==> src/design/llim_pkg.sv <==
// Shared types and constants of the per-source login limiter.
// No dependencies; imported by the top level and the checker.
`timescale 1ns / 1ps
`default_nettype none

package llim_pkg;

  // Table geometry and field widths
  localparam int unsigned TABLE_ENTRIES_DFLT = 8;
  localparam int unsigned ADDR_W   = 32;
  localparam int unsigned TIME_W   = 32;
  localparam int unsigned FAIL_W   = 4;
  localparam int unsigned BLEN_W   = 31;
  localparam int unsigned VERDICT_W = 2;

  // Configuration register indexes
  localparam int unsigned CFG_IDX_W = 1;
  localparam logic [CFG_IDX_W-1:0] REG_FAILURE_LIMIT = 1'd0;
  localparam logic [CFG_IDX_W-1:0] REG_BLOCK_LENGTH  = 1'd1;
  localparam int unsigned CFG_DATA_W = 32;

  // Configuration reset values
  localparam logic [FAIL_W-1:0] FAILURE_LIMIT_RST = 4'd5;
  localparam logic [BLEN_W-1:0] BLOCK_LENGTH_RST  = 31'd60000;

  // Result codes
  typedef enum logic [VERDICT_W-1:0] {
    VERDICT_ALLOWED       = 2'd0,
    VERDICT_STILL_BLOCKED = 2'd1,
    VERDICT_JUST_BLOCKED  = 2'd2,
    VERDICT_CHALLENGE     = 2'd3
  } verdict_e;

  // One table row as stored in memory
  typedef struct packed {
    logic [TIME_W-1:0] blocked_until;
    logic [FAIL_W-1:0] failures;
    logic [TIME_W-1:0] last_seen;
    logic [ADDR_W-1:0] address;
  } entry_t;

  localparam int unsigned ENTRY_W = $bits(entry_t);

endpackage

`default_nettype wire

==> src/design/per_source_login_limiter.sv <==
// Each accepted attempt is compared against the table from entry 0, one entry
// read per cycle, until a hit or the last entry; then the verdict is registered.
// No new item is taken before the last one's verdict is in the output register.
// A finished verdict waits in the output register while the next item is taken.
// Reset: asynchronous, active low; clears control, config to defaults and the
// per-entry valid bits, so every table entry reads as zero until written.
`timescale 1ns / 1ps
`default_nettype none

module per_source_login_limiter
  import llim_pkg::*;
#(
  parameter int unsigned TABLE_ENTRIES = TABLE_ENTRIES_DFLT
) (
  input  wire logic                  clk_i,
  input  wire logic                  rst_ni,
  // Attempt stream
  input  wire logic                  s_axis_tvalid,
  output logic                       s_axis_tready,
  input  wire logic [63:0]           s_axis_tdata,   // [31:0] source_address, [63:32] now_ms
  input  wire logic                  s_axis_tuser,   // [0] credentials_ok
  // Verdict stream
  output logic                       m_axis_tvalid,
  input  wire logic                  m_axis_tready,
  output logic [7:0]                 m_axis_tdata,   // [1:0] verdict, [7:2] zero
  // Configuration write channel
  input  wire logic                  cfg_valid_i,
  output logic                       cfg_ready_o,
  input  wire logic [CFG_IDX_W-1:0]  cfg_index_i,
  input  wire logic [CFG_DATA_W-1:0] cfg_data_i
);

  localparam int unsigned IDX_W = (TABLE_ENTRIES > 1) ? $clog2(TABLE_ENTRIES) : 1;
  localparam logic [IDX_W-1:0] LAST_IDX = IDX_W'(TABLE_ENTRIES - 1);

  typedef enum logic [1:0] {
    ST_IDLE,
    ST_SCAN,
    ST_UPDATE
  } state_e;

  state_e              state_q, state_d;
  logic [FAIL_W-1:0]   limit_q, limit_d;
  logic [BLEN_W-1:0]   blen_q, blen_d;
  logic [ADDR_W-1:0]   addr_q, addr_d;
  logic [TIME_W-1:0]   now_q, now_d;
  logic                ok_q, ok_d;
  logic [IDX_W-1:0]    ptr_q, ptr_d;
  logic [IDX_W-1:0]    ev_idx_q, ev_idx_d;
  logic                issued_q, issued_d;
  logic                vld_rd_q, vld_rd_d;
  logic [IDX_W-1:0]    cand_q, cand_d;
  logic [TIME_W-1:0]   cand_ls_q, cand_ls_d;
  logic [IDX_W-1:0]    slot_q, slot_d;
  logic [FAIL_W-1:0]   ent_fail_q, ent_fail_d;
  logic [TIME_W-1:0]   ent_until_q, ent_until_d;
  logic                out_vld_q, out_vld_d;
  verdict_e            verdict_q, verdict_d;
  logic [TABLE_ENTRIES-1:0] valid_q, valid_d;

  logic                in_acc;
  logic                ram_re;
  logic                ram_we;
  logic [ENTRY_W-1:0]  ram_rdata;
  entry_t              rd_ent;
  entry_t              wr_ent;
  logic                hit;
  logic                take_cand;
  logic [IDX_W-1:0]    cand_nx;
  logic [TIME_W-1:0]   cand_ls_nx;
  logic                out_free;
  logic [TIME_W-1:0]   diff;
  logic                blocked;
  logic [FAIL_W:0]     fail_inc;
  logic [TIME_W-1:0]   new_until;

  assign s_axis_tready = (state_q == ST_IDLE);
  assign in_acc        = s_axis_tvalid && s_axis_tready;
  assign cfg_ready_o   = 1'b1;
  assign m_axis_tvalid = out_vld_q;
  assign m_axis_tdata  = {6'd0, verdict_q};
  assign out_free      = !out_vld_q || m_axis_tready;

  // Entry never written reads as all zero
  assign rd_ent = vld_rd_q ? entry_t'(ram_rdata) : '0;

  // Scan compare and replacement candidate for the entry just read
  assign hit       = (rd_ent.address == addr_q);
  assign take_cand = (ev_idx_q == '0) || (rd_ent.last_seen == '0) ||
                     (rd_ent.last_seen < cand_ls_q);
  assign cand_nx    = take_cand ? ev_idx_q : cand_q;
  assign cand_ls_nx = take_cand ? rd_ent.last_seen : cand_ls_q;

  // Verdict arithmetic on the held entry
  assign diff      = ent_until_q - now_q;
  assign blocked   = (ent_until_q != '0) && (diff != '0) && !diff[TIME_W-1];
  assign fail_inc  = {1'b0, ent_fail_q} + (FAIL_W+1)'(1);
  assign new_until = now_q + {1'b0, blen_q};

  assign ram_re = (state_q == ST_SCAN);
  assign ram_we = (state_q == ST_UPDATE) && out_free;

  always_comb begin
    state_d     = state_q;
    limit_d     = limit_q;
    blen_d      = blen_q;
    addr_d      = addr_q;
    now_d       = now_q;
    ok_d        = ok_q;
    ptr_d       = ptr_q;
    ev_idx_d    = ev_idx_q;
    issued_d    = issued_q;
    vld_rd_d    = vld_rd_q;
    cand_d      = cand_q;
    cand_ls_d   = cand_ls_q;
    slot_d      = slot_q;
    ent_fail_d  = ent_fail_q;
    ent_until_d = ent_until_q;
    out_vld_d   = out_vld_q;
    verdict_d   = verdict_q;
    valid_d     = valid_q;
    wr_ent      = '0;

    // Drop the verdict once taken
    if (out_vld_q && m_axis_tready) begin
      out_vld_d = 1'b0;
    end

    // Configuration writes
    if (cfg_valid_i) begin
      unique case (cfg_index_i)
        REG_FAILURE_LIMIT: limit_d = cfg_data_i[FAIL_W-1:0];
        REG_BLOCK_LENGTH:  blen_d  = cfg_data_i[BLEN_W-1:0];
        default: ;
      endcase
    end

    unique case (state_q)
      ST_IDLE: begin
        if (in_acc) begin
          addr_d   = s_axis_tdata[31:0];
          now_d    = s_axis_tdata[63:32];
          ok_d     = s_axis_tuser;
          ptr_d    = '0;
          issued_d = 1'b0;
          state_d  = ST_SCAN;
        end
      end

      ST_SCAN: begin
        // Issue the next read, one entry per cycle
        vld_rd_d = valid_q[ptr_q];
        ev_idx_d = ptr_q;
        ptr_d    = (ptr_q == LAST_IDX) ? '0 : ptr_q + IDX_W'(1);
        issued_d = 1'b1;

        // Evaluate the entry read in the previous cycle
        if (issued_q) begin
          cand_d    = cand_nx;
          cand_ls_d = cand_ls_nx;
          if (hit) begin
            slot_d      = ev_idx_q;
            ent_fail_d  = rd_ent.failures;
            ent_until_d = rd_ent.blocked_until;
            state_d     = ST_UPDATE;
          end else if (ev_idx_q == LAST_IDX) begin
            slot_d      = cand_nx;
            ent_fail_d  = '0;
            ent_until_d = '0;
            state_d     = ST_UPDATE;
          end
        end
      end

      ST_UPDATE: begin
        wr_ent.address       = addr_q;
        wr_ent.last_seen     = now_q;
        wr_ent.failures      = ent_fail_q;
        wr_ent.blocked_until = ent_until_q;
        if (blocked) begin
          verdict_d = VERDICT_STILL_BLOCKED;
        end else if (ok_q) begin
          wr_ent.failures      = '0;
          wr_ent.blocked_until = '0;
          verdict_d            = VERDICT_ALLOWED;
        end else if (fail_inc >= {1'b0, limit_q}) begin
          wr_ent.failures      = '0;
          wr_ent.blocked_until = new_until;
          verdict_d            = VERDICT_JUST_BLOCKED;
        end else begin
          wr_ent.failures = fail_inc[FAIL_W-1:0];
          verdict_d       = VERDICT_CHALLENGE;
        end
        // Hold until the output register is free
        if (out_free) begin
          valid_d[slot_q] = 1'b1;
          out_vld_d       = 1'b1;
          state_d         = ST_IDLE;
        end else begin
          verdict_d = verdict_q;
        end
      end

      default: state_d = ST_IDLE;
    endcase
  end

  always_ff @(posedge clk_i or negedge rst_ni) begin
    if (!rst_ni) begin
      state_q     <= ST_IDLE;
      limit_q     <= FAILURE_LIMIT_RST;
      blen_q      <= BLOCK_LENGTH_RST;
      addr_q      <= '0;
      now_q       <= '0;
      ok_q        <= 1'b0;
      ptr_q       <= '0;
      ev_idx_q    <= '0;
      issued_q    <= 1'b0;
      vld_rd_q    <= 1'b0;
      cand_q      <= '0;
      cand_ls_q   <= '0;
      slot_q      <= '0;
      ent_fail_q  <= '0;
      ent_until_q <= '0;
      out_vld_q   <= 1'b0;
      verdict_q   <= VERDICT_ALLOWED;
      valid_q     <= '0;
    end else begin
      state_q     <= state_d;
      limit_q     <= limit_d;
      blen_q      <= blen_d;
      addr_q      <= addr_d;
      now_q       <= now_d;
      ok_q        <= ok_d;
      ptr_q       <= ptr_d;
      ev_idx_q    <= ev_idx_d;
      issued_q    <= issued_d;
      vld_rd_q    <= vld_rd_d;
      cand_q      <= cand_d;
      cand_ls_q   <= cand_ls_d;
      slot_q      <= slot_d;
      ent_fail_q  <= ent_fail_d;
      ent_until_q <= ent_until_d;
      out_vld_q   <= out_vld_d;
      verdict_q   <= verdict_d;
      valid_q     <= valid_d;
    end
  end

  // Source table
  llim_ram #(
    .WIDTH (ENTRY_W),
    .DEPTH (TABLE_ENTRIES)
  ) u_table (
    .clk_i   (clk_i),
    .we_i    (ram_we),
    .waddr_i (slot_q),
    .wdata_i (wr_ent),
    .re_i    (ram_re),
    .raddr_i (ptr_q),
    .rdata_o (ram_rdata)
  );

endmodule

`default_nettype wire

==> src/design/llim_ram.sv <==
// Generic single-write, single-read synchronous RAM with registered read data.
// Depends on nothing; used for the source table of the login limiter.
`timescale 1ns / 1ps
`default_nettype none

module llim_ram #(
  parameter int unsigned WIDTH = 8,
  parameter int unsigned DEPTH = 8,
  localparam int unsigned AW = (DEPTH > 1) ? $clog2(DEPTH) : 1
) (
  input  wire logic             clk_i,
  input  wire logic             we_i,
  input  wire logic [AW-1:0]    waddr_i,
  input  wire logic [WIDTH-1:0] wdata_i,
  input  wire logic             re_i,
  input  wire logic [AW-1:0]    raddr_i,
  output logic      [WIDTH-1:0] rdata_o
);

  logic [WIDTH-1:0] mem_q [DEPTH];

  // Write port
  always_ff @(posedge clk_i) begin
    if (we_i) begin
      mem_q[waddr_i] <= wdata_i;
    end
  end

  // Registered read port
  always_ff @(posedge clk_i) begin
    if (re_i) begin
      rdata_o <= mem_q[raddr_i];
    end
  end

endmodule

`default_nettype wire

==> config.mk <==
export PLATFORM = sky130hd
export DESIGN_NAME = per_source_login_limiter
export DESIGN_NICKNAME = d
export VERILOG_FILES = /design/src/design/llim_pkg.sv /design/src/design/per_source_login_limiter.sv /design/src/design/llim_ram.sv
export SDC_FILE = /design/constraint.sdc
export NUM_CORES = 1
export LEC_CHECK = 0
export BUFFER_PORTS_ARGS = -buffer_cell sky130_fd_sc_hd__buf_2
export CELL_PAD_IN_SITES_DETAIL_PLACEMENT = 1
export CELL_PAD_IN_SITES_GLOBAL_PLACEMENT = 2
export CORE_MARGIN = 3
export CORE_UTILIZATION = 40
export CTS_CLUSTER_SIZE = 28
export DETAILED_ROUTE_END_ITERATION = 10
export PLACE_DENSITY_LB_ADDON = 0.05
export SLEW_MARGIN = 20
export SYNTH_ARGS = -nofsm -noshare
export SYNTH_HDL_FRONTEND = slang
export SYNTH_HIERARCHICAL = 1
export SYNTH_SLANG_ARGS = --single-unit
==> constraint.sdc <==
create_clock -name clk_i -period 10.2 [get_ports clk_i]
set_input_delay 1.53 -clock clk_i [delete_from_list [all_inputs] [get_ports clk_i]]
set_output_delay 1.53 -clock clk_i [all_outputs]
set_load 0.03 [all_outputs]
After elaboration in Yosys (flattened, before gate mapping)
Memory sizes are Yosys's and may differ from the RTL's. A register that Yosys moved wholly into a read port is not among the register bits.
Cells that the tools add are included.
{ "totals": {"regBits": 195, "mem_bits_rw": 800, "inputBits": 103, "out_inout_bits": 11, "word_cells": 102, "mem_count": 1} }
{ "memory_table": {"columns": ["name", "depth", "width", "rd", "rd_ports_with_merged_regs", "wr", "line", "text"], "rows": [
  ["u_table.mem_q", 8, 100, 1, 1, 1, "llim_ram.sv:20", "logic [WIDTH-1:0] mem_q [DEPTH];"]
]} }
{ "op_classes": {"add_sub_neg": 4, "order_cmp": 5, "n_eq_ne": 9, "n_mux": 36, "n_bitwise": 2, "n_reduce_logical": 27} }
{ "ops": {"columns": ["cell", "n"], "rows": [
  ["100-bit two-way mux", 2],
  ["32-bit two-way mux", 3],
  ["36-bit two-way mux", 2],
  ["32-bit nonzero test", 2],
  ["32-bit by 31-bit adder with 32-bit output", 1],
  ["32-bit == test", 1],
  ["32-bit zero test", 1],
  ["32-bit less-than comparator", 1],
  ["32-bit subtractor", 1],
  ["3-bit two-way mux", 5],
  ["2-bit two-way mux", 7],
  ["4-bit two-way mux", 3],
  ["2-bit AND reduction", 6],
  ["1-bit two-way mux", 9],
  ["3-bit by 4-bit less-than comparator with 1-bit output, second input constant", 2],
  ["8-bit OR", 1],
  ["3-bit == test, second input constant", 2],
  ["1-bit logical AND", 6],
  ["2-bit one-hot mux with 3 select lines", 1],
  ["3-bit one-hot mux with 2 select lines", 1],
  ["3-bit AND reduction", 2],
  ["4-bit by 1-bit adder with 5-bit output, second input constant", 1],
  ["5-bit by 4-bit >= comparator with 1-bit output", 1],
  ["2-bit != test, second input constant", 2],
  ["other kinds (16)", 20]
]} }

Depth between registers and ports, before layout
{ "depth": {"word_depth": 7, "depth_mapped": 16, "depth_no_buf": 14} }

Modules after synthesis
The synthesis kept the hierarchy.
{ "by_module_without_submodules": {"columns": ["mod", "n_inst", "cells_per_inst", "area_each_um2", "seq_area_each_um2"], "rows": [
  ["llim_ram", 1, 1268, 33176.8, 27025.9],
  ["per_source_login_limiter", 1, 1696, 14264.9, 4890.9]
]} }

Worst setup path before layout
OpenSTA, ideal clock, no wires.
{ "synth_timing": {"kind": "input-to-reg", "start": "input m_axis_tready", "end": "memory u_table/mem_q[4][0] in the netlist's numbering, enable pin", "setup_time_ns": 0.681, "arrival_ns": 8.821, "path_slack_ns": 0.698, "stages": 5, "path_cell_list": "nand2b_1 > nand2_1 > inv_1 > nand2_1 > nor3_1"} }
{ "synth_between": {"elab_chain_len": 4} }
{ "synth_rtl": {"columns": ["item", "line", "text"], "rows": [
  ["from (decl)", "per_source_login_limiter.sv:24", "input wire logic m_axis_tready,"],
  ["1-bit logical OR", "per_source_login_limiter.sv:82", "assign out_free = !out_vld_q || m_axis_tready;"],
  ["1-bit logical AND", "per_source_login_limiter.sv:101", "assign ram_we = (state_q == ST_UPDATE) && out_free;"],
  ["net ram_we", "per_source_login_limiter.sv:63", "logic ram_we;"],
  ["1-bit two-way mux", "llim_ram.sv:24", "if (we_i) begin"],
  ["1-bit two-way mux (not written as such)", "llim_ram.sv:25", "mem_q[waddr_i] <= wdata_i;"],
  ["to (decl)", "llim_ram.sv:20", null]
]} }
The timed path passes the listed nets, and every way through them passes these cells.

==> summary.md <==
| Metric | Value |
|---|---|
| Final hold vios | 0 |
| Mapped Area | about 47000 um^2 |
| WP buf/inv | 0 |
| Root Buffer | clkbuf_16 |
| Initial antenna violation count | 3 |
| Pin count of the biggest net entering global routing | slightly above 100 |
| Post-CTS Hold Buffers | 0 |
| Post-synth EDFFs | 900 |
| Clock slew at reported path FFs | 0.07 ns |
| Total power | 14.07 mW |
| CTS tree | done |
| Crit Path Max Fanout | 12 |
| H-tree Lvls | 3 |
| Post-DR wirelength/cell | roughly 27 um |
| First-pass DRT Iterations | 6 |
| Power Density | around 260 nW/um^2 |
| Die Y | about 350 um |
| ANT cells | 0 |
| TNS Setup | 0 ns |
| FP Rows | about 130 |
| PortBufs | around 110 |
| Max cap viols | 0 |
| Area Overhead vs Synth | 12.69% |
| CP endpoint kind | flop |
| Gr ovfl total | 0 |
| Critical Path Slowest Stage Cell | o211ai_1 |
| Tmin final | 5.382 ns |
| Crit path largest cell delay | slightly below 0.8 ns |
| Req. time, crit path | between 10 and 15 ns |
| HPWL Detailed | approximately 76 mm |
| First-pass GRT wire length | ~190 mm |
| DR DRC count | 0 |
| Setup Fix Bufs, Post-CTS | 0 |
| Sequential cell area | 31930 um^2 |
| Core box area | between 100000 and 150000 um^2 |
| Synth Register Bits | between 1000 and 1500 |
| Tcrit/Tclk final | 0.5277 |
| Static Leak | about 19 nW |
| RD Place Congestion | a little over 0.8 |
| Fin Hold WS | 0.4511 ns |
| Vias in the first global route | approximately 29000 |
| Syn Inst Count | approximately 3000 |
| Rel. slew slack | 0.2911 |
| Worst path top cell family by delay | compound AO/OA/AOI/OAI gates |
| Crit start category | flop |
| Via count | roughly 26000 |
| CTS Buf Count | around 120 |
| Post-synth cell types | slightly above 80 |
| Synthesis Warnings | 6 |
| Setup Skew | between 0.03 and 0.04 ns |
| Post-CTS sizing | 0 |
| Multi-input gate area | roughly 14000 um^2 |
| Worst slew pin tran | roughly 1.1 ns |
| Maximum vdd drop | approximately 0.17 mV |
| I/O pins | approximately 110 |
| Final net count | between 3000 and 4000 |
| Status | finished clean |
| Overall Global Routing Usage | 0.2087 |
| Ys async rst share | 0.1781 |
| # setup viols final | 0 |
| CTS Sinks | about 1100 |
| DIE AREA | around 120000 um^2 |
| Most common cell on crit path | a21oi_1 |
| Final Max Slew Viols | 0 |
| RSZ-0062 raised after global routing | no |
| CP cell instances | ha_1 > fa_1 > nand2b_1 > a21oi_1 > o31a_1 > o21bai_1 > a21oi_1 > o21ai_0 > and3_1 > o311ai_1 > a2111o_1 > nand2_1 > o211ai_1 |
| Layout cells sized above 1 | 0.2342 |
| Clock Latency Late Sink | between 0.7 and 0.8 ns |
| Initial Util | 0.4055 |
| Vias/cell | between 5 and 6 |
| Most frequent cells in the layout | edfxtp_1 (900), nand2_1 (240), mux4_2 (202) |
| Critical Path AT | 5.77 ns |
| Critical setup path kind | reg -> reg |
| Commonest non-fill, non-tap cell in the layout | edfxtp_1 |
| DR iter-0 viols | ~1700 |
| Seq/Total Area, Yosys | 0.6728 |
| Top_reg_cell synth | edfxtp_1 |
| Max frequency | 185.8 MHz |
| Type of the worst min-delay path | reg -> reg |
| DRT antenna net count | 0 |
| Routed WL | between 100 and 150 mm |
| Synthesized area per cell | about 16 um^2 |
| Max Buffers Root-to-Sink | 3 |
| Chip Width | 350.4 um |
| Fillers | around 11000 |
-- path summary, 6_finish.rpt --
path	depth (start not counted)	start	to	slack [ns]
worst max-delay path	13	now_q[0]	u_table/mem_q[3][79]	4.82
worst min-delay path	2	u_table/rdata_o[65]	ent_fail_q[1]	0.45
worst max register to register	13	now_q[0]	u_table/mem_q[3][79]	4.82
worst min register to register	2	u_table/rdata_o[65]	ent_fail_q[1]	0.45
max in group asynchronous	3	rst_ni	ent_until_q[17]	7.12
min in group asynchronous	1	rst_ni	cand_ls_q[8]	0.81
-- flip-flops by register name, indices dropped and copies added (netlist names), 4 cells and up --
| name | cells |
|---|---|
| u_table/mem_q | 800 |
| u_table/rdata_o | 100 |
| addr_q | 32 |
| cand_ls_q | 32 |
| ent_until_q | 32 |
| now_q | 32 |
| blen_q | 31 |
| valid_q | 8 |
| ent_fail_q | 4 |
| limit_q | 4 |
-- metal layers --
metal | vias up | part of all wire | track usage
met2 | 481 | 0.47 | 0.3364
met1 | 14000 | 0.47 | 0.3024
met3 | 150 | 0.037 | 0.02967
met4 | 0 | 0.019 | 0.04642
met5 | - | 0 | 0
li1 | 11740 | - | -
-- cell type report --
type / count / area share
Inverter: 127 / 0.008964
Sequential cell: 1095 / 0.5972
Timing Repair Buffer: 146 / 0.01762
Tap cell: 1524 / 0.03567
Multi-Input combinational cell: 1611 / 0.2687
Clock buffer: 156 / 0.05942
Clock inverter: 67 / 0.01238
-- worst register-to-register path: stages, from the launching register on --
cell and delay (ns):
dfrtp_1 0.55, ha_1 0.32, fa_1 0.40, nand2b_1 0.19
a21oi_1 0.34, o31a_1 0.22, o21bai_1 0.10, a21oi_1 0.30
o21ai_0 0.20, and3_1 0.21, o311ai_1 0.51, a2111o_1 0.39
nand2_1 0.55, o211ai_1 0.79
-- Yosys cell counts (16+ instances only) --
cell type,instances,area share
nor4_1,21,0.0028
nand2_1,241,0.019
nand3b_1,18,0.0028
o21ai_0,140,0.015
clkbuf_1,75,0.0059
dfrtp_1,186,0.098
nor3_1,25,0.0026
buf_1,23,0.0018
a22oi_1,17,0.0027
and2_1,69,0.0091
o211ai_1,30,0.0047
nor2_1,112,0.0089
inv_1,125,0.0099
nand2b_1,21,0.0028
a21oi_1,78,0.0082
mux4_2,202,0.096
ha_1,100,0.026
xnor2_1,41,0.0076
nand3_1,74,0.0078
edfxtp_1,900,0.57
a21o_1,18,0.0028
buf_6,16,0.0038
mux2_2,167,0.040
-- power by group --
part	internal, mW	leakage (nW)	switching (mW)	total, mW
Combinational	1.75	6.10	2.26	4.01
Sequential	5.38	11.4	0.449	5.83
Clock	2.47	1.87	1.77	4.23
Total	9.60	19.4	4.48	14.1
-- stage by stage --
stage | cell area, um^2 | worst slack (ns) | utilization | instances
2_1_floorplan | 47460 | 0.6981 | - | 2969
3_3_place_gp | 49560 | 4.914 | 0.4236 | 4502
3_5_place_dp | 49560 | 4.753 | 0.4236 | 4502
4_1_cts | 53400 | 4.738 | 0.4565 | 4725
5_1_grt | 53460 | 4.476 | 0.4570 | 4726
6_report | 53460 | 4.818 | 0.4570 | 4726
-- kinds of logic after synthesis --
group	after synthesis	share of synthesized area
mux	381	0.1381
simple gates	651	0.06620
flops	1095	0.6728
fa+ha+maj	102	0.02722
xor+xnor	54	0.009969
compound gates	416	0.05813
other cells	2	0.0001583
buf+inv	263	0.02751
No activity file was read; power rests on OpenSTA's default activity.
